## src/rtl/hwrs_ram.sv

```systemverilog
`timescale 1ns / 1ps
// ---------------------------------------------------------------------------
// hwrs_ram
// Generic single-write, single-read RAM with registered read data.
// ---------------------------------------------------------------------------
module hwrs_ram #(
	parameter int WIDTH = 64,
	parameter int DEPTH = 64
) (
	input  logic                     clk,
	input  logic                     wr_en,
	input  logic [$clog2(DEPTH)-1:0] wr_addr,
	input  logic [WIDTH-1:0]         wr_data,
	input  logic                     rd_en,
	input  logic [$clog2(DEPTH)-1:0] rd_addr,
	output logic [WIDTH-1:0]         rd_data
);

	logic [WIDTH-1:0] mem_q [DEPTH];

	always_ff @(posedge clk) begin
		if (wr_en) begin
			mem_q[wr_addr] <= wr_data;
		end
		if (rd_en) begin
			rd_data <= mem_q[rd_addr];
		end
	end

endmodule

```

## config.mk

```make
export PLATFORM = sky130hd
export DESIGN_NAME = hwrs_ram
export DESIGN_NICKNAME = d
export VERILOG_FILES = /design/src/rtl/hwrs_ram.sv
export SDC_FILE = /design/constraint.sdc
export NUM_CORES = 2
export LEC_CHECK = 0
export BUFFER_PORTS_ARGS = -buffer_cell sky130_fd_sc_hd__buf_2
export CAP_MARGIN = 5
export CORE_ASPECT_RATIO = 1.75
export CORE_MARGIN = 2
export CORE_UTILIZATION = 31
export DETAILED_ROUTE_END_ITERATION = 10
export GPL_TIMING_DRIVEN = 0
export PLACE_DENSITY_LB_ADDON = 0.3
export SYNTH_ARGS = -nofsm -noshare
export SYNTH_HDL_FRONTEND = slang
export SYNTH_SLANG_ARGS = --single-unit
```

## constraint.sdc

```tcl
create_clock -name clk -period 10.6 [get_ports clk]
set_clock_uncertainty 0.05 [all_clocks]
set_input_delay 0.53 -clock clk [delete_from_list [all_inputs] [get_ports clk]]
set_output_delay 0.53 -clock clk [all_outputs]
set_load 0.01 [all_outputs]
```

Word-level counts from Yosys, hierarchy flattened --
Memory sizes are Yosys's and may differ from the RTL's. A register that Yosys moved wholly into a read port is not among the register bits. Index checks and enable logic that the tools add are counted.
Storage, ports and cells: register bits after elaboration 0, RAM bits 4096, bits of input ports 79, output and inout port bits 64, memories 1
Memories:
- mem_q | words 64, width 64, read ports 1, clocked after memory_dff 1, wr ports 1, line 19 | logic [WIDTH-1:0] mem_q [DEPTH];
Cells by class: mux-type cells 2
Operator list (count):
- two-way mux 1 bit | 2

Longest topological paths before layout --
word-level depth 2, depth in mapped cells 9, gate-level depth less buffers 5

Worst setup path before layout --
No wires, ideal clock.
path kind input to register, from input wr_addr[3], to memory mem_q[48][0], enable pin, setup time 0.564 ns, arrival 5.402 ns, slack 4.584 ns, cell stages on the path 4, buffers on the path 1, cells stage by stage clkbuf_1 -> nor2b_1 -> nand4b_1 -> nor3_1
RTL lines:
- start: declaration | line 12 | input logic [$clog2(DEPTH)-1:0] wr_addr,
- end: declaration | line 19
Straight into the memory's write port.

==> metrics.txt <==
most common cell after layout, fill and taps aside edfxtp_1; Post-CTS Hold Fix Bufs 0; Power per Cell Area 184.2 nW/um2; part of the power in the clock network 40.3%; Residual DRC 0; area of the multi-input gates 30760 um2; yosys warns 0; top cell type by total area after synthesis edfxtp_1; switching power 7442 uW; reg2reg end rd_data[49]; sequential cell area fraction in the yosys report 79.57%; Detailed Routing Iterations Pass 1 6; worst slew pin tran 1.402 ns; initial antenna violation count 81; crit-path cells buf_4 -> buf_2 -> buf_2 -> nor2_1 -> clkbuf_1 -> a2bb2oi_1 -> a31oi_1 -> a211oi_1; switching share of power 22.07%; vias after detailed routing 76110; number of buffers and inverters on the critical path 4; Tmin final 4.870 ns; Hold Fails Final Rpt 0; WL/cell 34.74 um; register area 124900 um2; Crit path largest cell delay 1.02 ns; fin worst setup slack 5.730 ns; Startpoint Class input port; Overflow after GRT 0; combinational share of power 5.5%; mean post-synth cell area 23.79 um2; Initial Utilization 31.14%; layout filler cell count 45610; WL final 495.4 mm; WHS Endpoint mem_q[22][63]; most frequent cells in the layout edfxtp_1 (4160), mux4_2 (1024), clkbuf_16 (373); TritonCTS clock tree built; vias in the first global route 79530; Std-Cell Rows 345; Final Setup Violations 0; slew margin rel. 6.071%; Seq cells post-synth 4160; Worst Path Required 11.11 ns; global-route wire length before repair 669.0 mm; Hold Crit Class input port to flop; maxcap violations 0; Pins Over Slew Limit 0; largest net degree at the start of global routing 65; worst-path fanout max 10; cell family with most CP delay buffers and inverters; number of DRC markers in iteration 0 9113; Synth Cell Area 157000 um2; DRT antenna net count 0; Synth area leaders edfxtp_1 (80%), mux4_2 (15%), mux2i_1 (0.86%), a22oi_1 (0.80%), buf_2 (0.54%); top-area cell type share of the netlist area 79.57%; die footprint 512300 um2; Die Y 945.4 um; Setup CP Type input port to flop; Worst Hold Depth 1; clk_lat worst skew 0.94 ns; worst reg2reg startpoint mem_q[55][49]; Vias per Instance 5.337; clock sink total 4160; Peak VDD IR 0.0001340 V; HP Start wr_data[63]; worst hold slack 0.02387 ns; placement-stage worst setup slack 5.118 ns; Synth Instances 6598; FF-to-FF path depth 5; CORE AREA 504200 um2; Layout Nets 7414; Internal Power 26270 uW; Inserted Clock Buffers 366; CTS clk-pin slew, worst paths 0.07 ns; RSZ-0062 raised after global routing no; I/O Buffers 134; Fmax 205.3 MHz; Die Wd 541.9 um; CP arrival 5.38 ns; status complete, no violations; period utilisation layout 45.95%; CTS resizes 0; DP HPWL 343.0 mm; share of layout cells above drive strength 1 29.34%; Top cell by count, worst path buf_2; Total GRT Usage 18.97%; # IOs 143; placer's final routability congestion estimate 0.7961; leakage power 0.05598 uW; clock root buffer clkbuf_16; Distinct cells, synth 32; Syn Nets 6677; Layout area overhead 16.60%; r2r setup slk 7.55 ns; register share of total power 54.2%; CTS max path bufs 4; CTS H-tree lvls 5; Worst path slowest cell nor2_1; CP Capture Type flop; # Post-CTS Setup Buffers 0
per-stage QoR:
step	utilization (%)	power [uW]	std cells	cell area [um2]	TNS, ns
3_5_place_dp	33.91	20510	13550	171000	0
5_1_grt	36.29	34530	14230	183000	0
4_1_cts	36.25	33930	14210	182800	0
3_3_place_gp	32.91	20440	13330	165900	-444.28
6_report	36.30	33720	14260	183000	0
2_1_floorplan	-	19490	6598	157000	0
per-layer routing:
| metal | routed length [um] | track usage, % |
|---|---|---|
| met1 | 169200 | 21.13 |
| met2 | 265600 | 34.60 |
| met3 | 30780 | 2.762 |
| met4 | 29580 | 10.26 |
| met5 | 240 | 0 |
registers in the layout, summed over array words and instances (netlist names):
register	cells
mem_q	4096
rd_data	64
power groups by stage:
stage / clock [uW] / combinational, uW / sequential (uW)
4_1_cts: 13800 / 1860 / 18300
2_1_floorplan: 0 / 849 / 18600
6_report: 13600 / 1850 / 18300
3_3_place_gp: 0 / 1780 / 18700
5_1_grt: 14300 / 1920 / 18300
3_5_place_dp: 0 / 1860 / 18600
synthesized netlist by cell type (all sizes together):
cell type,number
edfxtp,4160
nand4b,1
buf,230
and3,64
a41oi,26
a22o,88
nand2b,11
a211oi,63
mux4,1024
or2,28
a22oi,168
and2,3
nor2,112
o22ai,83
mux2i,135
nand2,58
nand3,45
or3,29
a31oi,18
inv,19
nor3,2
clkbuf,140
o221ai,38
a31o,1
nor2b,28
a2bb2oi,19
or3b,1
nand3b,2
nand4,2
how the worst max path moves through the flow:
stage / end / cells past startpoint / start
after global routing: rd_data[54] / 8 / rd_addr[1]
after detailed placement: rd_data[54] / 8 / rd_addr[1]
after CTS: rd_data[54] / 8 / rd_addr[1]
after floorplan: mem_q[48][0] / 4 / wr_addr[3]
after global placement: mem_q[49][9] / 4 / wr_addr[4]
final: rd_data[54] / 8 / rd_addr[1]
cells by family (layout without fill, tap and decap cells):
family          after synthesis  count (layout)  synth area share (%)
compound gates              504             504                 2.467
other cells                   0              40                     0
mux                        1159            1159                 15.55
simple gates                386             386                 1.235
buf+inv                     389            1420                 1.176
flops                      4160            4160                 79.57
layout make-up:
class / instances / area share [%]
antenna: 40 / 0.05468
buffer: 370 / 0.9761
clock buffer: 450 / 5.257
clock inverter: 212 / 1.182
inverter: 19 / 0.03896
multi-input combinational: 2049 / 16.81
sequential: 4160 / 68.25
tap: 6593 / 4.507
timing repair buffer: 369 / 2.931
No activity file was read; power rests on OpenSTA's default activity.
